### config.mk
export PLATFORM = sky130hd
export DESIGN_NAME = sprite_atlas_frame_animator
export DESIGN_NICKNAME = d
export VERILOG_FILES = /design/src/sfa_pkg.sv /design/src/sfa_cfg.sv /design/src/sfa_div.sv /design/src/sprite_atlas_frame_animator.sv
export SDC_FILE = /design/constraint.sdc
export NUM_CORES = 2
export LEC_CHECK = 0
export ABC_AREA = 1
export CORE_ASPECT_RATIO = 1.5
export CORE_MARGIN = 3
export CORE_UTILIZATION = 70
export CTS_BUF_LIST = sky130_fd_sc_hd__clkbuf_16
export CTS_CLUSTER_DIAMETER = 120
export CTS_CLUSTER_SIZE = 8
export DETAILED_ROUTE_END_ITERATION = 6
export DONT_BUFFER_PORTS = 1
export PLACE_DENSITY_LB_ADDON = 0.25
export SYNTH_ARGS = -nofsm -noshare
export SYNTH_HDL_FRONTEND = slang
export SYNTH_SLANG_ARGS = --single-unit
### constraint.sdc
create_clock -name clk -period 12 [get_ports clk]
set_input_delay 0.6 -clock clk [delete_from_list [all_inputs] [get_ports clk]]
set_output_delay 0.6 -clock clk [all_outputs]
set_load 0.05 [all_outputs]
### src/sfa_pkg.sv
// shared types and constants of the sprite atlas frame animator
// used by sfa_cfg, sfa_div and the top level; no dependencies
package sfa_pkg;

  localparam logic [19:0] DEFAULT_FRAME_PERIOD_US = 20'd125000;
  localparam logic [16:0] FRAC_ONE = 17'd65536;

  // register indexes on the configuration port
  localparam logic [2:0] REG_GRID_COLUMNS     = 3'd0;
  localparam logic [2:0] REG_GRID_ROWS        = 3'd1;
  localparam logic [2:0] REG_CLIP_FIRST_FRAME = 3'd2;
  localparam logic [2:0] REG_CLIP_FRAME_COUNT = 3'd3;
  localparam logic [2:0] REG_FRAME_PERIOD_US  = 3'd4;
  localparam logic [2:0] REG_CLIP_LOOP        = 3'd5;
  localparam logic [2:0] REG_ATLAS_WIDTH      = 3'd6;
  localparam logic [2:0] REG_ATLAS_HEIGHT     = 3'd7;

  typedef struct packed {
    logic [8:0]  grid_columns;
    logic [8:0]  grid_rows;
    logic [15:0] clip_first_frame;
    logic [11:0] clip_frame_count;
    logic [19:0] frame_period_us;
    logic        clip_loop;
    logic [13:0] atlas_width;
    logic [13:0] atlas_height;
  } cfg_t;

  // divider request: dividend is left aligned, quotient ends in the low steps bits
  typedef struct packed {
    logic        start;
    logic [31:0] rem_init;
    logic [32:0] dvd;
    logic [31:0] dvs;
    logic [5:0]  steps;
  } div_req_t;

  typedef struct packed {
    logic        done;
    logic [31:0] rem;
    logic [32:0] quo;
  } div_rsp_t;

endpackage

### src/sfa_cfg.sv
// configuration register file of the sprite atlas frame animator
// depends on sfa_pkg for the register indexes and cfg_t
module sfa_cfg (
  input  logic          clk,
  input  logic          rst_n,
  input  logic          cfg_valid,
  output logic          cfg_ready,
  input  logic [2:0]    cfg_index,
  input  logic [19:0]   cfg_data,
  output sfa_pkg::cfg_t cfg
);

  sfa_pkg::cfg_t cfg_r;

  assign cfg_ready = 1'b1;
  assign cfg = cfg_r;

  always_ff @(posedge clk) begin
    if (!rst_n) begin
      cfg_r.grid_columns     <= 9'd1;
      cfg_r.grid_rows        <= 9'd1;
      cfg_r.clip_first_frame <= 16'd0;
      cfg_r.clip_frame_count <= 12'd0;
      cfg_r.frame_period_us  <= 20'd0;
      cfg_r.clip_loop        <= 1'b0;
      cfg_r.atlas_width      <= 14'd0;
      cfg_r.atlas_height     <= 14'd0;
    end else if (cfg_valid) begin
      unique case (cfg_index)
        sfa_pkg::REG_GRID_COLUMNS:     cfg_r.grid_columns     <= cfg_data[8:0];
        sfa_pkg::REG_GRID_ROWS:        cfg_r.grid_rows        <= cfg_data[8:0];
        sfa_pkg::REG_CLIP_FIRST_FRAME: cfg_r.clip_first_frame <= cfg_data[15:0];
        sfa_pkg::REG_CLIP_FRAME_COUNT: cfg_r.clip_frame_count <= cfg_data[11:0];
        sfa_pkg::REG_FRAME_PERIOD_US:  cfg_r.frame_period_us  <= cfg_data;
        sfa_pkg::REG_CLIP_LOOP:        cfg_r.clip_loop        <= cfg_data[0];
        sfa_pkg::REG_ATLAS_WIDTH:      cfg_r.atlas_width      <= cfg_data[13:0];
        sfa_pkg::REG_ATLAS_HEIGHT:     cfg_r.atlas_height     <= cfg_data[13:0];
        default: ;
      endcase
    end
  end

endmodule

### src/sfa_div.sv
// shared restoring divider, one quotient bit per cycle
// depends on sfa_pkg for div_req_t and div_rsp_t
module sfa_div (
  input  logic              clk,
  input  logic              rst_n,
  input  sfa_pkg::div_req_t req,
  output sfa_pkg::div_rsp_t rsp
);

  logic [31:0] rem_r, rem_nxt;
  logic [32:0] quo_r, quo_nxt;
  logic [31:0] dvs_r;
  logic [5:0]  cnt_r;
  logic        busy_r;
  logic        done_r;
  logic [32:0] trial;
  logic [32:0] diff;
  logic        ge;

  // partial remainder stays below the divisor, so the shifted value fits 33 bits
  assign trial = {rem_r, quo_r[32]};
  assign diff  = trial - {1'b0, dvs_r};
  assign ge    = trial >= {1'b0, dvs_r};
  assign rem_nxt = ge ? diff[31:0] : trial[31:0];
  assign quo_nxt = {quo_r[31:0], ge};

  assign rsp.done = done_r;
  assign rsp.rem  = rem_r;
  assign rsp.quo  = quo_r;

  always_ff @(posedge clk) begin
    if (!rst_n) begin
      busy_r <= 1'b0;
      done_r <= 1'b0;
      cnt_r  <= 6'd0;
    end else begin
      done_r <= busy_r && !req.start && (cnt_r == 6'd1);
      if (req.start) begin
        busy_r <= 1'b1;
        cnt_r  <= req.steps;
      end else if (busy_r) begin
        cnt_r <= cnt_r - 6'd1;
        if (cnt_r == 6'd1) begin
          busy_r <= 1'b0;
        end
      end
    end
  end

  always_ff @(posedge clk) begin
    if (req.start) begin
      rem_r <= req.rem_init;
      quo_r <= req.dvd;
      dvs_r <= req.dvs;
    end else if (busy_r) begin
      rem_r <= rem_nxt;
      quo_r <= quo_nxt;
    end
  end

endmodule

### src/sprite_atlas_frame_animator.sv
// Sprite sheet animator: each input item adds delta_us to the clip time (restart clears
// it first), wraps or holds it against the clip length, picks the frame and atlas cell and
// returns the cell's texture rectangle as 1.16 fractions, inset by half a texel when both
// atlas sizes are nonzero. One item is worked at a time; in_ready is high only while the
// sequencer is idle. The divisions run on the shared divider, one quotient bit per cycle:
// 33 quotient bits for the looping time wrap, 32 for the frame, 17 each for the cell wrap
// and the column split, and 17 for each of the four coordinates that is not clamped to 0
// or 1.0. An empty clip skips straight to the done state. The sequencer returns to idle
// when the result is registered. The result sits in an output register, so the next item
// is accepted while it waits to be taken; a later result waits until it is.
// Depends on sfa_pkg, sfa_cfg and sfa_div.
module sprite_atlas_frame_animator (
  input  logic        clk,
  input  logic        rst_n,
  input  logic        in_valid,
  output logic        in_ready,
  input  logic [19:0] in_delta_us,
  input  logic        in_restart,
  output logic        out_valid,
  input  logic        out_ready,
  output logic        out_updated,
  output logic [15:0] out_cell_index,
  output logic [16:0] out_u_left,
  output logic [16:0] out_v_low,
  output logic [16:0] out_u_right,
  output logic [16:0] out_v_high,
  output logic        out_finished,
  input  logic        cfg_valid,
  output logic        cfg_ready,
  input  logic [2:0]  cfg_index,
  input  logic [19:0] cfg_data
);

  typedef enum logic [16:0] {
    S_IDLE   = 17'h00001,
    S_LEN    = 17'h00002,
    S_TSTART = 17'h00004,
    S_TWAIT  = 17'h00008,
    S_FSTART = 17'h00010,
    S_FWAIT  = 17'h00020,
    S_CELLS  = 17'h00040,
    S_LSTART = 17'h00080,
    S_LWAIT  = 17'h00100,
    S_CSTART = 17'h00200,
    S_CWAIT  = 17'h00400,
    S_MDEN   = 17'h00800,
    S_MIDX   = 17'h01000,
    S_NUM    = 17'h02000,
    S_CHK    = 17'h04000,
    S_QWAIT  = 17'h08000,
    S_DONE   = 17'h10000
  } state_t;

  sfa_pkg::cfg_t     cfg;
  sfa_pkg::div_req_t div_req;
  sfa_pkg::div_rsp_t div_rsp;

  state_t state_r, state_nxt;

  logic [31:0] clip_time_r;
  logic [32:0] sum_r;
  logic        empty_r;
  logic [31:0] len_r;
  logic [31:0] t_r;
  logic        fin_r;
  logic [11:0] frame_r;
  logic [17:0] cells_r;
  logic [16:0] lin_r;
  logic [8:0]  col_r;
  logic [8:0]  row_r;
  logic [24:0] den_r;
  logic [23:0] p_r;
  logic signed [25:0] num_r;
  logic        axis_r;
  logic        side_r;
  logic [16:0] coord_r [4];
  logic        out_valid_r;

  logic [19:0] period;
  logic [8:0]  cols_eff;
  logic [8:0]  rows_eff;
  logic        inset;
  logic [8:0]  ax_n;
  logic [8:0]  ax_idx;
  logic [14:0] t2;
  logic [19:0] mul_a;
  logic [11:0] mul_b;
  logic [31:0] mul_p;
  logic [31:0] len_m1;
  logic [31:0] t_sat;
  logic [16:0] lin_sum;
  logic signed [25:0] num_nxt;
  logic        num_le0;
  logic        num_ge;
  logic [16:0] frac_q;
  logic        last_coord;
  logic        in_acc;
  logic        out_free;

  sfa_cfg u_cfg (
    .clk       (clk),
    .rst_n     (rst_n),
    .cfg_valid (cfg_valid),
    .cfg_ready (cfg_ready),
    .cfg_index (cfg_index),
    .cfg_data  (cfg_data),
    .cfg       (cfg)
  );

  sfa_div u_div (
    .clk   (clk),
    .rst_n (rst_n),
    .req   (div_req),
    .rsp   (div_rsp)
  );

  assign period   = (cfg.frame_period_us == 20'd0) ? sfa_pkg::DEFAULT_FRAME_PERIOD_US
                                                   : cfg.frame_period_us;
  assign cols_eff = (cfg.grid_columns == 9'd0) ? 9'd1 : cfg.grid_columns;
  assign rows_eff = (cfg.grid_rows == 9'd0) ? 9'd1 : cfg.grid_rows;
  assign inset    = (cfg.atlas_width != 14'd0) && (cfg.atlas_height != 14'd0);

  assign ax_n   = axis_r ? rows_eff : cols_eff;
  assign ax_idx = axis_r ? row_r : col_r;
  assign t2     = axis_r ? {cfg.atlas_height, 1'b0} : {cfg.atlas_width, 1'b0};

  assign in_ready = (state_r == S_IDLE);
  assign in_acc   = in_valid && in_ready;
  assign out_free = !out_valid_r || out_ready;
  assign out_valid = out_valid_r;

  assign len_m1  = len_r - 32'd1;
  assign t_sat   = (sum_r > {1'b0, len_m1}) ? len_m1 : sum_r[31:0];
  assign lin_sum = {1'b0, cfg.clip_first_frame} + {5'd0, frame_r};

  // shared multiplier: clip length, grid cells, then per axis the denominator and texel offset
  always_comb begin
    mul_a = 20'd0;
    mul_b = 12'd0;
    unique case (state_r)
      S_LEN: begin
        mul_a = period;
        mul_b = cfg.clip_frame_count;
      end
      S_CELLS: begin
        mul_a = {11'd0, cols_eff};
        mul_b = {3'd0, rows_eff};
      end
      S_MDEN: begin
        mul_a = {5'd0, t2};
        mul_b = {3'd0, ax_n};
      end
      S_MIDX: begin
        mul_a = {5'd0, t2};
        mul_b = {3'd0, ax_idx};
      end
      default: ;
    endcase
  end
  assign mul_p = mul_a * mul_b;

  // numerator of the current coordinate; the inset moves lo up and hi down by half a texel
  always_comb begin
    if (inset) begin
      if (side_r)
        num_nxt = $signed({2'b00, p_r}) + $signed({11'd0, t2}) - $signed({17'd0, ax_n});
      else
        num_nxt = $signed({2'b00, p_r}) + $signed({17'd0, ax_n});
    end else begin
      if (side_r)
        num_nxt = $signed({17'd0, ax_idx}) + 26'sd1;
      else
        num_nxt = $signed({17'd0, ax_idx});
    end
  end

  assign num_le0 = num_r[25] || (num_r == 26'sd0);
  assign num_ge  = !num_r[25] && (num_r[24:0] >= den_r);
  assign frac_q  = (div_rsp.quo[16:0] > sfa_pkg::FRAC_ONE) ? sfa_pkg::FRAC_ONE
                                                          : div_rsp.quo[16:0];
  assign last_coord = axis_r && side_r;

  always_comb begin
    div_req.start    = 1'b0;
    div_req.rem_init = 32'd0;
    div_req.dvd      = 33'd0;
    div_req.dvs      = 32'd1;
    div_req.steps    = 6'd1;
    unique case (state_r)
      S_TSTART: begin
        div_req.start = cfg.clip_loop;
        div_req.dvd   = sum_r;
        div_req.dvs   = len_r;
        div_req.steps = 6'd33;
      end
      S_FSTART: begin
        div_req.start = 1'b1;
        div_req.dvd   = {t_r, 1'b0};
        div_req.dvs   = {12'd0, period};
        div_req.steps = 6'd32;
      end
      S_LSTART: begin
        div_req.start = 1'b1;
        div_req.dvd   = {lin_sum, 16'd0};
        div_req.dvs   = {14'd0, cells_r};
        div_req.steps = 6'd17;
      end
      S_CSTART: begin
        div_req.start = 1'b1;
        div_req.dvd   = {lin_r, 16'd0};
        div_req.dvs   = {23'd0, cols_eff};
        div_req.steps = 6'd17;
      end
      S_CHK: begin
        // (num * 2^17 + den) / (2 * den) with the high part preloaded as remainder
        div_req.start    = !num_le0 && !num_ge;
        div_req.rem_init = {7'd0, num_r[24:0]} + {24'd0, den_r[24:17]};
        div_req.dvd      = {den_r[16:0], 16'd0};
        div_req.dvs      = {6'd0, den_r, 1'b0};
        div_req.steps    = 6'd17;
      end
      default: ;
    endcase
  end

  always_comb begin
    state_nxt = state_r;
    unique case (state_r)
      S_IDLE:   if (in_acc) state_nxt = (cfg.clip_frame_count == 12'd0) ? S_DONE : S_LEN;
      S_LEN:    state_nxt = S_TSTART;
      S_TSTART: state_nxt = cfg.clip_loop ? S_TWAIT : S_FSTART;
      S_TWAIT:  if (div_rsp.done) state_nxt = S_FSTART;
      S_FSTART: state_nxt = S_FWAIT;
      S_FWAIT:  if (div_rsp.done) state_nxt = S_CELLS;
      S_CELLS:  state_nxt = S_LSTART;
      S_LSTART: state_nxt = S_LWAIT;
      S_LWAIT:  if (div_rsp.done) state_nxt = S_CSTART;
      S_CSTART: state_nxt = S_CWAIT;
      S_CWAIT:  if (div_rsp.done) state_nxt = S_MDEN;
      S_MDEN:   state_nxt = S_MIDX;
      S_MIDX:   state_nxt = S_NUM;
      S_NUM:    state_nxt = S_CHK;
      S_CHK: begin
        if (!num_le0 && !num_ge) state_nxt = S_QWAIT;
        else if (last_coord)     state_nxt = S_DONE;
        else if (side_r)         state_nxt = S_MDEN;
        else                     state_nxt = S_NUM;
      end
      S_QWAIT: begin
        if (div_rsp.done) begin
          if (last_coord)  state_nxt = S_DONE;
          else if (side_r) state_nxt = S_MDEN;
          else             state_nxt = S_NUM;
        end
      end
      S_DONE:   if (out_free) state_nxt = S_IDLE;
      default:  state_nxt = S_IDLE;
    endcase
  end

  always_ff @(posedge clk) begin
    if (!rst_n) begin
      state_r     <= S_IDLE;
      clip_time_r <= 32'd0;
      out_valid_r <= 1'b0;
      axis_r      <= 1'b0;
      side_r      <= 1'b0;
    end else begin
      state_r <= state_nxt;
      // a new result loads, otherwise the waiting one holds until taken
      out_valid_r <= ((state_r == S_DONE) && out_free) || (out_valid_r && !out_ready);
      unique case (state_r)
        S_IDLE: begin
          if (in_acc && in_restart && cfg.clip_frame_count == 12'd0) clip_time_r <= 32'd0;
        end
        S_TSTART: begin
          if (!cfg.clip_loop) clip_time_r <= t_sat;
        end
        S_TWAIT: begin
          if (div_rsp.done) clip_time_r <= div_rsp.rem;
        end
        S_CWAIT: begin
          axis_r <= 1'b0;
          side_r <= 1'b0;
        end
        S_CHK: begin
          if (num_le0 || num_ge) begin
            side_r <= !side_r;
            if (side_r) axis_r <= 1'b1;
          end
        end
        S_QWAIT: begin
          if (div_rsp.done) begin
            side_r <= !side_r;
            if (side_r) axis_r <= 1'b1;
          end
        end
        default: ;
      endcase
    end
  end

  // datapath registers, no reset needed
  always_ff @(posedge clk) begin
    unique case (state_r)
      S_IDLE: begin
        if (in_acc) begin
          empty_r <= (cfg.clip_frame_count == 12'd0);
          sum_r   <= {1'b0, (in_restart ? 32'd0 : clip_time_r)} + {13'd0, in_delta_us};
        end
      end
      S_LEN:    len_r <= mul_p;
      S_TSTART: begin
        if (cfg.clip_loop) begin
          fin_r <= 1'b0;
        end else begin
          t_r   <= t_sat;
          fin_r <= (t_sat == len_m1);
        end
      end
      S_TWAIT:  if (div_rsp.done) t_r <= div_rsp.rem;
      S_FWAIT:  if (div_rsp.done) frame_r <= div_rsp.quo[11:0];
      S_CELLS:  cells_r <= mul_p[17:0];
      S_LWAIT:  if (div_rsp.done) lin_r <= div_rsp.rem[16:0];
      S_CWAIT: begin
        if (div_rsp.done) begin
          col_r <= div_rsp.rem[8:0];
          row_r <= div_rsp.quo[8:0];
        end
      end
      S_MDEN:   den_r <= inset ? mul_p[24:0] : {16'd0, ax_n};
      S_MIDX:   p_r <= mul_p[23:0];
      S_NUM:    num_r <= num_nxt;
      S_CHK: begin
        if (num_le0)     coord_r[{axis_r, side_r}] <= 17'd0;
        else if (num_ge) coord_r[{axis_r, side_r}] <= sfa_pkg::FRAC_ONE;
      end
      S_QWAIT:  if (div_rsp.done) coord_r[{axis_r, side_r}] <= frac_q;
      S_DONE: begin
        if (out_free) begin
          out_updated    <= !empty_r;
          out_cell_index <= empty_r ? 16'd0 : lin_r[15:0];
          out_u_left     <= empty_r ? 17'd0 : coord_r[0];
          out_u_right    <= empty_r ? 17'd0 : coord_r[1];
          out_v_low      <= empty_r ? 17'd0 : coord_r[2];
          out_v_high     <= empty_r ? 17'd0 : coord_r[3];
          out_finished   <= empty_r ? 1'b1 : fin_r;
        end
      end
      default: ;
    endcase
  end

endmodule

After elaboration in Yosys (flattened, before gate mapping)
Memories as Yosys holds them, arrays and structs flattened. A register that Yosys moved wholly into a read port is not among the register bits.
Cells that the tools add are included.
Widths: inputs -> output; s select.
- word-level logic and storage cells: 209
- output and inout bits: 89
- bits in writable memories: 68
- bits of input ports: 49
- bits in registers: 509
- memories: 1
- equal/unequal tests: 36
- reduce and logical (&&, ||, !) cells: 54
- multiplexer cells: 65
- bitwise operators: 2
- multipliers: 1
- order comparisons: 4
- add/subtract/negate cells: 10
- memories (name ; depth ; bits a word ; read ports ; clocked after memory_dff ; wr ports ; line ; source):
    coord_r ; 4 ; 17 ; 4 ; 4 ; 1 ; sprite_atlas_frame_animator.sv:76 ; logic [16:0] coord_r [4];
- operator list (kind ; count):
    $pmux 71 s5 ; 1
    $pmux 17 s17 ; 1
    $mux 32 ; 8
    $mux 17 ; 13
    $pmux 32 s3 ; 1
    $mux 26 ; 3
    $mux 33 ; 2
    $pmux 32 s2 ; 1
    $pmux 20 s3 ; 1
    $pmux 12 s4 ; 1
    $mux 9 ; 5
    $add 32x20->33 ; 1
    $ge 33x32->1 ; 1
    $gt 33x32->1 ; 1
    $eq 32x32->1 ; 1
    $mul 20x12->32 ; 1
    $sub 32x1->32 const B ; 1
    $sub 32x32->32 ; 1
    $reduce_bool 14->1 ; 2
    $add 25x8->26 ; 1
    $logic_not 26->1 ; 1
    $reduce_and 2->1 ; 13
    $sub 25x9->26 ; 1
    $add 24x15->25 ; 1
    52 further kinds ; 109

Depth between registers and ports, before layout
- depth after elaboration: 8
- mapped depth: 33

Modules after synthesis
Synthesis repeated with hierarchy kept, for this count alone.
- cell total of the unflattened synthesis: 5665
- area total of the unflattened synthesis: 45392.3 µm²
- by module, submodules not included (module ; times used ; area each (µm²) ; cells an instance):
    sprite_atlas_frame_animator ; 1 ; 34202.8 ; 4104
    sfa_div ; 1 ; 7357.1 ; 1012
    sfa_cfg ; 1 ; 3832.4 ; 549

Worst setup path before layout
OpenSTA, ideal clock, no wires.
- path type: register to register
- start point: register state_r[10]
- end point: register len_r[28] (data pin)
- path slack: 4957 ps
- setup time: 265 ps
- data required time: 11735 ps
- stages on the path, launching flop included: 29
- buffers on the path: 1
- arrival time: 6778 ps
- period minus slack after synthesis: 7043 ps
- path through: dfxtp_1 nor2_2 nand2_4 nor2_4 inv_2 nor3_4 inv_2 o221ai_1 a21oi_2 inv_1 buf_2 nand2_1 fa_1 inv_1 fa_1 fa_1 fa_1 inv_1 fa_1 inv_1 ha_1 a21oi_1 a21boi_0 nand3_1 a21oi_1 o21bai_1 a21oi_1 o21ai_0 xor2_1
- cells in the longest elaborated chain, start to end: 4
- elaborated cells on any way between the ends: 8
- ends and longest elaborated chain (element ; line ; source):
    from (decl) ; sprite_atlas_frame_animator.sv:58 ; state_t state_r, state_nxt;
    from (signal assigned) ; sprite_atlas_frame_animator.sv:269 ; state_r <= state_nxt;
    $eq 17x13->1 or $eq 17x12->1 (tied branches) ; sprite_atlas_frame_animator.sv:140 ; unique case (state_r)
    $reduce_or 2->1 (no line) ; -- ;
    $pmux 20 s3 ; sprite_atlas_frame_animator.sv:140 ;
    $mul 20x12->32 (*) ; sprite_atlas_frame_animator.sv:160 ; assign mul_p = mul_a * mul_b;
    named net mul_p[28] ; sprite_atlas_frame_animator.sv:88 ; logic [31:0] mul_p;
    to (signal assigned) ; sprite_atlas_frame_animator.sv:312 ; S_LEN: len_r <= mul_p;
    to (decl) ; sprite_atlas_frame_animator.sv:63 ; logic [31:0] len_r;
Mark *: on every way through the listed nets, which the timed path passes. The rest lies on a longest branch.
A chain may end at the register's enable or synchronous reset.

Worst setup path in the final report
- start point: register state_r[3]
- end point: register len_r[28] (data pin)
Same word-level chain as after synthesis.

==> flow_metrics.tcl <==
set metrics [dict create \
    path_delay_family "adder cells" \
    clk_root_buffer_cell "clkbuf_16" \
    min_period_over_period_pct 67.6 \
    cts_buffer_depth 3 \
    io_pins 138 \
    die-area_um2 65600 \
    cp_max_fo 24 \
    ys_seq_area_share_pct 40.7 \
    synth_cell_types 67 \
    drt-total-wl_mm 154 \
    synth.most_common_cell "nand2_1" \
    fin_skew_ns 0.0509 \
    cp-end-kind "flip-flop" \
    yosys_warnings 0 \
    synth_area_leaders "edfxtp_1 (34%), fa_1 (8.9%), nand2_1 (8.4%)" \
    via_per_inst 6.45 \
    synth_nets 5674 \
    slowest_delay_ns 0.95 \
    slew_headroom_pct 2.71 \
    rsz0062_at_grt "false" \
    drtIter0Drc 5245 \
    ant_nets 0 \
    cp.required_ns 12.39 \
    post_cts_buffers 0 \
    maxSlewViolCount 0 \
    cts_hold_buf 0 \
    overflow 0 \
    syn_inst 5178 \
    cts_resized 0 \
    postSynthAreaPerCell_um2 8.44 \
    synth.top_cell.area_share_pct 33.7 \
    status "complete, but fails checks" \
    ir_worst_vdd_uv 141 \
    leakagePower_nw 20.8 \
    tns_ns 0 \
    drc 8 \
    worstSetupPathType "reg2reg" \
    synth_edf_count 490 \
    path_clk_slew_ns 0.05 \
    drive_above_1_share_pct 4.51 \
    final.setup.worst_slack_ns 3.89 \
    fin_nets 5651 \
    grt_pass1_vias 37813 \
    synthArstFlopShare_pct 0 \
    post-place-ws_ns 4.03 \
    setup_violations 0 \
    grtUsageTotal_pct 47.0 \
    cts_tree "yes" \
    power_mw 6.37 \
    crit_arrival_ns 8.50 \
    hold_viol_final 0 \
    port-buffer-count 0 \
    crit_top_cell "fa_1" \
    avgRoutedWirePerCell_um 25.6 \
    crit_slowest_cell "o211ai_1" \
    dr_total_vias 38724 \
    synth.top_cells.by_count "nand2_1 (984), inv_1 (852), nor2_1 (539)" \
    netlist_area_um2 43700 \
    first_pass_iters 7 \
    cts.sinks 645 \
    rows 111 \
    die_h_um 312 \
    start_util_pct 71.1 \
    gp_routability_congestion 1.09 \
    hpwl_mm 114 \
    tightestPinTransition_ns 1.46 \
    path_buf_inv 5 \
    core_area_um2 61500 \
    grt_pass1_wl_mm 228 \
    cts_buffers 91 \
    die_w_um 210 \
    worstSetupStartpointType "flip-flop" \
    ys_seq_elements 645 \
    grt_max_degree 144 \
    power_density_nw_per_um2 135 \
    antenna_found_initial 4 \
    clock_latency_ns 0.68 \
    area_growth_pct 7.63 \
    synth_top_area_cell "edfxtp_1" \
    fmax_ghz 0.123 \
    violations "DRC" \
    drv_cap 0 \
    timing.final.crit_period_ns 8.11 \
    synthFlopType "edfxtp_1" \
    min_path_type "in2reg" \
    h-tree-depth 3 \
]
## cell families (layout without fill, tap and decap cells)
logic type / count (synthesis) / count (layout) / synth area share [%]
adder cells (fa/ha/maj): 447 / 447 / 16.1
AND/OR/NAND/NOR: 1956 / 1956 / 19.0
other: 1 / 6 / 0.00858
XOR/XNOR: 143 / 143 / 2.86
flip-flops: 645 / 645 / 40.7
multiplexers: 2 / 2 / 0.0458
AO/OA/AOI/OAI: 942 / 942 / 12.0
buffers and inverters: 1042 / 1072 / 9.21
## cells in the final DEF, fill, tap and decap left out, types with 7 or more instances in the layout
cell type  instances
o21ai_0          393
or2_2             14
nor4_1            31
nor2_2            14
a221oi_1          22
o221ai_1          19
or2_1              7
a21o_1            14
ha_1             253
o21ai_1           24
nand4_1           55
o22ai_1           24
nand2_1          982
a21boi_0           7
nor3_1            66
o211ai_1          30
nand3b_1          34
clkinv_1          12
o21a_1            10
o21bai_1          10
buf_4             39
dfxtp_1          154
xor2_1            89
xnor2_1           54
a31oi_1           54
a21oi_1          307
clkbuf_16         93
edfxtp_1         490
nand3_1          174
fa_1             194
o2111ai_1          7
nor2_1           536
inv_1            897
inv_2             22
nor2_4            11
## registers in the layout, summed over array words and instances, names as in the netlist, 12 cells and up
| signal | cells |
|---|---|
| out_u_left | 17 |
| coord_r | 68 |
| p_r | 24 |
| u_div.quo_r | 33 |
| out_v_low | 17 |
| num_r | 26 |
| frame_r | 12 |
| lin_r | 17 |
| clip_time_r | 32 |
| t_r | 32 |
| state_r | 17 |
| den_r | 25 |
| sum_r | 33 |
| out_u_right | 17 |
| u_div.rem_r | 32 |
| u_div.dvs_r | 32 |
| u_cfg.cfg | 95 |
| cells_r | 18 |
| out_cell_index | 16 |
| len_r | 32 |
| out_v_high | 17 |
## final timing paths
check	from	end	slack [ns]	cells after the start
hold reg to reg	u_cfg.cfg[7]	u_cfg.cfg[7]	0.47	2
setup reg to reg	state_r[3]	len_r[28]	3.89	25
setup / recovery	state_r[3]	len_r[28]	3.89	25
hold / removal	rst_n	state_r[0]	0.05	1
## area by class of cell
type                            count  area [um^2]
Clock inverter                     53          362
Tap cell                          791          990
Antenna cell                        5         12.5
Fill cell                        4276        14500
Multi-Input combinational cell   3491        21900
Sequential cell                   645        17800
Inverter                          886         3330
Timing Repair Buffer               40          298
Clock buffer                       93         2330
## per-layer routing
metal | part of all wire, % | wire, um | vias to the layer above | GRT usage (%)
met5 | 0.0046 | 7 | - | 0
met4 | 13 | 19400 | 2 | 44.8
met3 | 11 | 16300 | 898 | 10.7
met2 | 46 | 70800 | 2828 | 75.2
met1 | 31 | 47000 | 18019 | 50.8
li1 | - | - | 16977 | -
## power breakdown
| group | switching [mW] | internal, mW | total, mW |
|---|---|---|---|
| Clock | 1.01 | 1.41 | 2.42 |
| Sequential | 0.172 | 2.56 | 2.74 |
| Combinational | 0.870 | 0.342 | 1.21 |
| Total | 2.05 | 4.32 | 6.37 |
## metrics by stage
step | cell area [um^2] | util (%) | cells | hold WS [ns]
floorplan | 43700 | - | 5178 | 0.429
global placement | 44400 | 72.1 | 5852 | 0.451
detailed placement | 44400 | 72.1 | 5852 | 0.460
CTS | 47000 | 76.5 | 5998 | 0.0364
global route | 47100 | 76.5 | 6000 | 0.0545
finish | 47100 | 76.5 | 6004 | 0.0526
Power figures use the tool's default switching activity.
